### config.mk
export PLATFORM = sky130hd
export DESIGN_NAME = pcrc_window
export DESIGN_NICKNAME = d
export VERILOG_FILES = /design/src/design/pcrc_pkg.sv /design/src/design/pcrc_window.sv
export SDC_FILE = /design/constraint.sdc
export NUM_CORES = 1
export LEC_CHECK = 0
export BUFFER_PORTS_ARGS = -buffer_cell sky130_fd_sc_hd__buf_2
export CAP_MARGIN = 20
export CORE_MARGIN = 3
export CORE_UTILIZATION = 45
export DETAILED_ROUTE_END_ITERATION = 8
export PLACE_DENSITY = 0.64
export SLEW_MARGIN = 20
export SYNTH_ARGS = -nofsm -noshare
export SYNTH_HDL_FRONTEND = slang
export SYNTH_SLANG_ARGS = --single-unit
### constraint.sdc
create_clock -name clk -period 13 [get_ports clk]
set_input_delay 1.3 -clock clk [delete_from_list [all_inputs] [get_ports clk]]
set_output_delay 1.3 -clock clk [all_outputs]
set_load 0.01 [all_outputs]
### src/design/pcrc_pkg.sv
// shared constants for the predictive climate relay controller
package pcrc_pkg;

  // window depth default
  localparam int WINDOW_DEPTH_DEF = 8;

  // field widths
  localparam int TEMP_W = 16;
  localparam int HUM_W  = 16;
  localparam int TIME_W = 32;

  // configuration port
  localparam int CFG_IDX_W  = 3;
  localparam int CFG_DATA_W = 16;

  // register indexes
  localparam logic [CFG_IDX_W-1:0] REG_TEMP_TARGET    = 3'd0;
  localparam logic [CFG_IDX_W-1:0] REG_HUM_TARGET     = 3'd1;
  localparam logic [CFG_IDX_W-1:0] REG_BAND_FRACTION  = 3'd2;
  localparam logic [CFG_IDX_W-1:0] REG_PREDICT_ENABLE = 3'd3;
  localparam logic [CFG_IDX_W-1:0] REG_RELAY_HOLD     = 3'd4;
  localparam logic [CFG_IDX_W-1:0] REG_HEATER_INV     = 3'd5;
  localparam logic [CFG_IDX_W-1:0] REG_HUMID_INV      = 3'd6;

  // register reset values
  localparam logic [15:0] RST_TEMP_TARGET   = 16'd2500;
  localparam logic [15:0] RST_HUM_TARGET    = 16'd5000;
  localparam logic [15:0] RST_BAND_FRACTION = 16'd2621;
  localparam logic        RST_PREDICT       = 1'b1;
  localparam logic [15:0] RST_RELAY_HOLD    = 16'd300;

  // band scale: one in 16-bit fraction units, as an 18-bit factor
  localparam logic [17:0] BAND_ONE = 18'h10000;

endpackage

### src/design/pcrc_window.sv
// sample window memory with running sums, read-modify-write over two stages
module pcrc_window #(
  parameter int WINDOW_DEPTH = pcrc_pkg::WINDOW_DEPTH_DEF
) (
  input  logic                                   clk,
  input  logic                                   rst,
  input  logic                                   en,
  input  logic                                   in_accept,
  input  logic signed [pcrc_pkg::TEMP_W-1:0]     in_temp,
  input  logic        [pcrc_pkg::HUM_W-1:0]      in_hum,
  input  logic        [pcrc_pkg::TIME_W-1:0]     in_now,
  output logic                                   out_valid,
  output logic signed [pcrc_pkg::TEMP_W-1:0]     out_temp,
  output logic        [pcrc_pkg::HUM_W-1:0]      out_hum,
  output logic        [pcrc_pkg::TIME_W-1:0]     out_now,
  output logic        [$clog2(WINDOW_DEPTH+1)-1:0] out_count,
  output logic signed [16+$clog2(WINDOW_DEPTH):0]  out_tsum,
  output logic signed [16+$clog2(WINDOW_DEPTH):0]  out_hsum
);

  localparam int CNT_W  = $clog2(WINDOW_DEPTH + 1);
  localparam int SLOT_W = (WINDOW_DEPTH > 1) ? $clog2(WINDOW_DEPTH) : 1;
  localparam int SUM_W  = 17 + $clog2(WINDOW_DEPTH);
  localparam int ENT_W  = pcrc_pkg::TEMP_W + pcrc_pkg::HUM_W;
  localparam logic [CNT_W-1:0]  DEPTH_CNT = CNT_W'(WINDOW_DEPTH);
  localparam logic [SLOT_W-1:0] LAST_SLOT = SLOT_W'(WINDOW_DEPTH - 1);

  // entry: humidity high, temperature low
  logic [ENT_W-1:0] mem [WINDOW_DEPTH];
  logic [ENT_W-1:0] rd_data;

  // allocation side
  logic [SLOT_W-1:0] slot;
  logic [CNT_W-1:0]  count;
  logic              full;

  // stage one
  logic                            s1_valid;
  logic signed [pcrc_pkg::TEMP_W-1:0] s1_temp;
  logic [pcrc_pkg::HUM_W-1:0]      s1_hum;
  logic [pcrc_pkg::TIME_W-1:0]     s1_now;
  logic [SLOT_W-1:0]               s1_slot;
  logic                            s1_full;
  logic [CNT_W-1:0]                s1_count;
  logic                            fwd_hit;
  logic [ENT_W-1:0]                fwd_data;

  logic [ENT_W-1:0]                   evict;
  logic signed [pcrc_pkg::TEMP_W-1:0] ev_temp;
  logic [pcrc_pkg::HUM_W-1:0]         ev_hum;
  logic signed [SUM_W-1:0]            tsum, hsum, tsum_next, hsum_next;

  assign full = (count == DEPTH_CNT);

  always_ff @(posedge clk) begin
    if (rst) begin
      slot  <= '0;
      count <= '0;
    end else if (en && in_accept) begin
      slot <= (slot == LAST_SLOT) ? '0 : slot + 1'b1;
      if (!full) begin
        count <= count + 1'b1;
      end
    end
  end

  // read the entry about to be overwritten; forward the write in flight
  always_ff @(posedge clk) begin
    if (en && in_accept) begin
      rd_data  <= mem[slot];
      fwd_hit  <= s1_valid && (s1_slot == slot);
      fwd_data <= {s1_hum, s1_temp};
    end
  end

  always_ff @(posedge clk) begin
    if (en && s1_valid) begin
      mem[s1_slot] <= {s1_hum, s1_temp};
    end
  end

  always_ff @(posedge clk) begin
    if (rst) begin
      s1_valid <= 1'b0;
    end else if (en) begin
      s1_valid <= in_accept;
    end
  end

  always_ff @(posedge clk) begin
    if (en) begin
      s1_temp  <= in_temp;
      s1_hum   <= in_hum;
      s1_now   <= in_now;
      s1_slot  <= slot;
      s1_full  <= full;
      s1_count <= full ? count : count + 1'b1;
    end
  end

  assign evict   = fwd_hit ? fwd_data : rd_data;
  assign ev_temp = $signed(evict[pcrc_pkg::TEMP_W-1:0]);
  assign ev_hum  = evict[ENT_W-1:pcrc_pkg::TEMP_W];

  always_comb begin
    tsum_next = tsum + SUM_W'(s1_temp);
    hsum_next = hsum + $signed(SUM_W'(s1_hum));
    if (s1_full) begin
      tsum_next = tsum_next - SUM_W'(ev_temp);
      hsum_next = hsum_next - $signed(SUM_W'(ev_hum));
    end
  end

  always_ff @(posedge clk) begin
    if (rst) begin
      tsum <= '0;
      hsum <= '0;
    end else if (en && s1_valid) begin
      tsum <= tsum_next;
      hsum <= hsum_next;
    end
  end

  always_ff @(posedge clk) begin
    if (rst) begin
      out_valid <= 1'b0;
    end else if (en) begin
      out_valid <= s1_valid;
    end
  end

  always_ff @(posedge clk) begin
    if (en) begin
      out_temp  <= s1_temp;
      out_hum   <= s1_hum;
      out_now   <= s1_now;
      out_count <= s1_count;
      out_tsum  <= tsum_next;
      out_hsum  <= hsum_next;
    end
  end

endmodule

Word-level counts from Yosys, hierarchy flattened
Memory sizes are Yosys's and may differ from the RTL's. A register that Yosys moved wholly into a read port is not among the register bits.
Index checks and enable logic that the tools add are counted.
{"block": "totals", "ff_bits": 262, "ram_bits": 256, "inputBits": 68, "out_inout_bits": 109, "word_cells": 40, "n_memories": 1}
{"memory": "mem", "words": 8, "width": 32, "read_ports": 1, "rd_ports_with_merged_regs": 1, "wr": 1, "line_no": "pcrc_window.sv:29", "source": "logic [ENT_W-1:0] mem [WINDOW_DEPTH];"}
{"block": "classes", "addsub": 6, "eq_ne": 3, "n_mux": 7, "reduce_logical": 3}
{"operator": "two-way mux 20 bit", "n": 2}
{"operator": "two-way mux 32 bit", "n": 1}
{"operator": "adder 20 x 16 -> 20 bit", "n": 1}
{"operator": "adder 20 x 17 -> 20 bit", "n": 1}
{"operator": "subtractor 20 x 16 -> 20 bit", "n": 1}
{"operator": "subtractor 20 x 17 -> 20 bit", "n": 1}
{"operator": "adder 4 x 1 -> 4 bit (second input constant)", "n": 1}
{"operator": "equality test 4 bit (second input constant)", "n": 1}
{"operator": "two-way mux 4 bit", "n": 1}
{"operator": "adder 3 x 1 -> 3 bit (second input constant)", "n": 1}
{"operator": "equality test 3 bit", "n": 1}
{"operator": "equality test 3 bit (second input constant)", "n": 1}
{"operator": "logical AND 1 bit", "n": 3}
{"operator": "two-way mux 3 bit", "n": 1}
{"operator": "two-way mux 1 bit", "n": 2}

Longest topological paths before layout
{"block": "depth", "word_depth": 3, "depth_mapped": 18, "mapped_depth_nobuf": 18}

Worst setup path after synthesis
Ideal clock, no wire load.
{"block": "synth_path", "kind": "input port to flip-flop", "from": "input en", "to": "memory mem[0][0] (netlist bit) (enable)", "setup_time_ns": 0.502, "t_arrival_ns": 4.931, "t_required_ns": 12.498, "path_slack_ns": 7.567, "stages": 5, "n_path_buf": 3, "cell_sequence": "nand2_1 clkbuf_8 clkbuf_8 clkbuf_1 nor4_1"}
{"block": "synth_between", "elab_chain_cells": 3}
{"item": "start, declared", "line_no": "pcrc_window.sv:7", "source": "input logic en,"}
{"item": "logical AND 1 bit", "line_no": "pcrc_window.sv:77", "source": "if (en && s1_valid) begin"}
{"item": "two-way mux 1 bit", "line_no": "pcrc_window.sv:77"}
{"item": "two-way mux 1 bit (not written as such)", "line_no": "pcrc_window.sv:78", "source": "mem[s1_slot] <= {s1_hum, s1_temp};"}
{"item": "end, declared", "line_no": "pcrc_window.sv:29"}
No other way between the ends.

Worst setup path after layout
{"block": "layout_path", "from": "register s1_temp[7] (netlist bit)", "to": "register out_tsum[19], data pin"}
{"block": "layout_between", "elab_chain_cells": 3}
{"item": "start, declared", "line_no": "pcrc_window.sv:39", "source": "logic signed [pcrc_pkg::TEMP_W-1:0] s1_temp;"}
{"item": "start signal, assigned", "line_no": "pcrc_window.sv:92", "source": "s1_temp <= in_temp;"}
{"item": "adder 20 x 16 -> 20 bit *", "line_no": "pcrc_window.sv:106", "source": "tsum_next = tsum + SUM_W'(s1_temp);"}
{"item": "subtractor 20 x 16 -> 20 bit", "line_no": "pcrc_window.sv:109", "source": "tsum_next = tsum_next - SUM_W'(ev_temp);"}
{"item": "two-way mux 20 bit *", "line_no": "pcrc_window.sv:108", "source": "if (s1_full) begin"}
{"item": "named net tsum_next[19]", "line_no": "pcrc_window.sv:51", "source": "logic signed [SUM_W-1:0] tsum, hsum, tsum_next, hsum_next;"}
{"item": "end signal, assigned", "line_no": "pcrc_window.sv:138", "source": "out_tsum <= tsum_next;"}
{"item": "end, declared", "line_no": "pcrc_window.sv:17", "source": "output logic signed [16+$clog2(WINDOW_DEPTH):0] out_tsum,"}
The timed path passes the listed nets; every way through them passes the cells marked *.
A chain may end at the register's enable or synchronous reset.

==> results.tsv <==
stage	metric	value	unit
status	outcome	complete, no violations	
final_layout	layout cell share with drive strength beyond 1	0.247	
synth	syn nets	1623	
clock_tree	Post-CTS Hold Buffers	0	
timing	Peak Freq	209	MHz
placement	placed cell areas	0.0252	mm2
synth	Gate Count Post-Synth	1480	
timing	Tightest Pin Transition	1070	ps
final_layout	Area growth, synth to finish	15.5	%
grt	antenna violations before repair	0	
critical_path	CP Max Fanout	11	
critical_path	Setup Crit Path Kind	flip-flop to flip-flop	
timing	Hold Slack	418	ps
critical_path	WP data required	13350	ps
drt	vias	13200	
critical_path	CP startpoint	s1_temp[7]	
synth	Synth Register Bits	550	
clock_tree	Worst-Skew Late Latency	620	ps
worst_hold_path	HP Start	s1_now[8]	
clock_tree	clk buf depth	3	
timing	slew margin rel.	0.285	
critical_path	Crit path largest cell delay	530	ps
synth	Yosys cell types	77	
synth	syn_area_per_cell	15.9	um2
drt	Starting DRT DRC Count	1031	
timing	Finish-stage setup viols	0	
synth	Synth warnings	0	
drt	Routed WL per cell	21.1	um
timing	RSZ-0062 raised after global routing	no	
synth	share of the synthesized area in the top cell type	0.641	
grt	total grt overflow	0	
synth	predominant post-synthesis flop cell	edfxtp_1	
power	Leak	9.66	nW
die	initial core utilization	0.456	
timing	worst clock skew	18.2	ps
critical_path	crit path launch type	flip-flop	
synth	top-count cell post-synth	edfxtp_1	
drt	drt pass-1 iters	6	
die	die footprint	0.0549	mm2
final_layout	final instance area	0.0271	mm2
critical_path	CP Cell Sequence	ha_1 > a2111oi_0 > o21ai_1 > a211oi_1 > o21bai_1 > a21oi_1 > o21ai_0 > nor2_1 > xnor2_1 > ha_1 > a21o_1 > a21oi_1 > nor2b_1 > a311oi_1 > mux2i_1 > xor2_1	
clock_tree	Clk pin slew, worst setup/hold paths	60	ps
synth	FFs w/ async S/R, synth	0	
die	Die W	234	um
drt	Routed Antenna Nets	0	
placement	Final HPWL DP	31.6	mm
worst_hold_path	Hold Crit Class	flip-flop to flip-flop	
grt	largest net degree at the start of global routing	70	
die	I/O Pins	177	
clock_tree	TritonCTS clock tree	yes	
die	Placement Rows	83	
die	Die H	234	um
clock_tree	CTS sink cnt	550	
power	pwr/cell area	155	mW/mm2
timing	Setup Total Neg Slack	0	ps
grt	GRT Total Usage	0.186	
timing	final period utilization	0.367	
drt	vias per cell	5.48	
placement	RePlAce Congestion	0.862	
power	Tot Pwr	4.19	mW
synth	register area share after synthesis	0.683	
power	VDD IR max	0.111	mV
flow_run	Max Cap Viol	0	
grt	vias in the first global route	13200	
die	Core Region	0.0515	mm2
placement	Port Buffers	176	
clock_tree	Setup Fix Bufs, Post-CTS	0	
timing	Hold Vio Cnt, Final	0	
synth	Synth area leaders	edfxtp_1, mux4_2, dfxtp_1	
critical_path	crit end category	flip-flop	
timing	post-layout min period	4780	ps
critical_path	Critical R2R Launch	s1_temp[7]	
clock_tree	PostCTS Resize Cnt	0	
critical_path	Arr. time, crit path	5120	ps
final_layout	final net count	1823	
grt	first-pass GRT wire length	77.2	mm
clock_tree	H-tree level count	2	
timing	count of final max-slew check failures	0	
synth	commonest cells in the netlist	edfxtp_1, nand2_1, nor2_1, a21oi_1, ha_1	
critical_path	CP max stage cell	edfxtp_1	
drt	DRT Wirelength	50.8	mm
synth	EDFF count, synth	501	
clock_tree	Num CTS Buffers	57	
drt	drt drc	0	
synth	Cell Area, Synth	0.0235	mm2
final_layout	Layout Utilization	0.526	
clock_tree	root buffer cell	clkbuf_16	
synth	Synth area leader	edfxtp_1	
## layout make-up
class                   count  area (um2)
inverters                  30         113
fillers                  4226       24400
repair buffers            196        1040
multi-input cells         845        7140
flip-flops and latches    550       16000
diodes                      1        2.50
well taps                 680         851
clock inverters            30         379
clock buffers              74        1550
## flip-flops by register name, indices dropped and copies added, names as in the netlist, 3 cells and up
signal     flops
rd_data       32
out_hsum      20
s1_count       4
mem          256
slot           3
s1_now        32
count          4
out_now       32
s1_slot        3
tsum          20
fwd_data      32
out_tsum      20
out_temp      16
out_count      4
s1_hum        16
hsum          20
out_hum       16
s1_temp       16
## where the power goes
| part | leakage (nW) | internal (mW) | switching, mW |
|---|---|---|---|
| combinational | 3.64 | 0.190 | 0.263 |
| clock | 0.940 | 0.999 | 0.667 |
| sequential | 5.08 | 2.02 | 0.0514 |
## metrics by stage
| stage | setup slack (ps) | std cells |
|---|---|---|
| 2_1_floorplan | 7570 | 1480 |
| 4_1_cts | 8220 | 2405 |
| 3_5_place_dp | 8250 | 2301 |
| 3_3_place_gp | 8360 | 2301 |
| 6_report | 8220 | 2406 |
| 5_1_grt | 7880 | 2405 |
## path summary, 6_finish.rpt
path	slack [ps]	depth (start not counted)	end
max	8220	16	out_tsum[19]
min	420	0	out_now[8]
max reg2reg	8220	16	out_tsum[19]
min reg2reg	420	0	out_now[8]
## critical path, delay by kind of cell, from the launching register on
| kind | cells | cell delay (ps) |
|---|---|---|
| flops | 1 | 530 |
| xor+xnor | 2 | 310 |
| simple gates | 2 | 200 |
| compound gates | 9 | 2280 |
| fa+ha+maj | 2 | 820 |
| mux | 1 | 350 |
## cell usage in the layout, fill, tap and decap left out, types with 6 or more instances in the layout
master and count:
nand4_1 6, clkbuf_16 58, o21a_1 12, ha_1 71, dfxtp_1 47, a21o_1 15
or3_1 6, mux2i_1 43, bufinv_16 8, and3_1 6, xnor2_1 42, nand2b_1 23
clkinv_2 8, buf_4 20, buf_2 175, clkbuf_1 12, clkinv_1 8, nand3_1 28
xor2_1 22, inv_1 29, o211ai_1 12, mux2_2 49, mux4_2 64, nor2b_1 8
a21oi_1 74, o21ai_0 42, nor2_1 74, a211oi_1 17, nand2_1 87, edfxtp_1 501
a31oi_1 10, o21bai_1 8, nor3_1 19
## kinds of logic after synthesis
kind of cell / count (synthesis) / synth area share
buffers and inverters: 85 / 0.0151
adders and majority gates: 75 / 0.0413
and+or+nand+nor: 294 / 0.0599
DFF: 550 / 0.683
xor gates and xnor gates: 64 / 0.0239
muxes: 156 / 0.103
AOI/OAI and AO/OA: 256 / 0.0739
## per-layer routing
layer	routed length [um]	share of wire	global-route usage
met5	0	0	0
met4	1350	0.027	0.0559
met3	3110	0.061	0.0390
met2	23300	0.46	0.293
met1	23100	0.45	0.262
(Power assumes the default switching activity.)
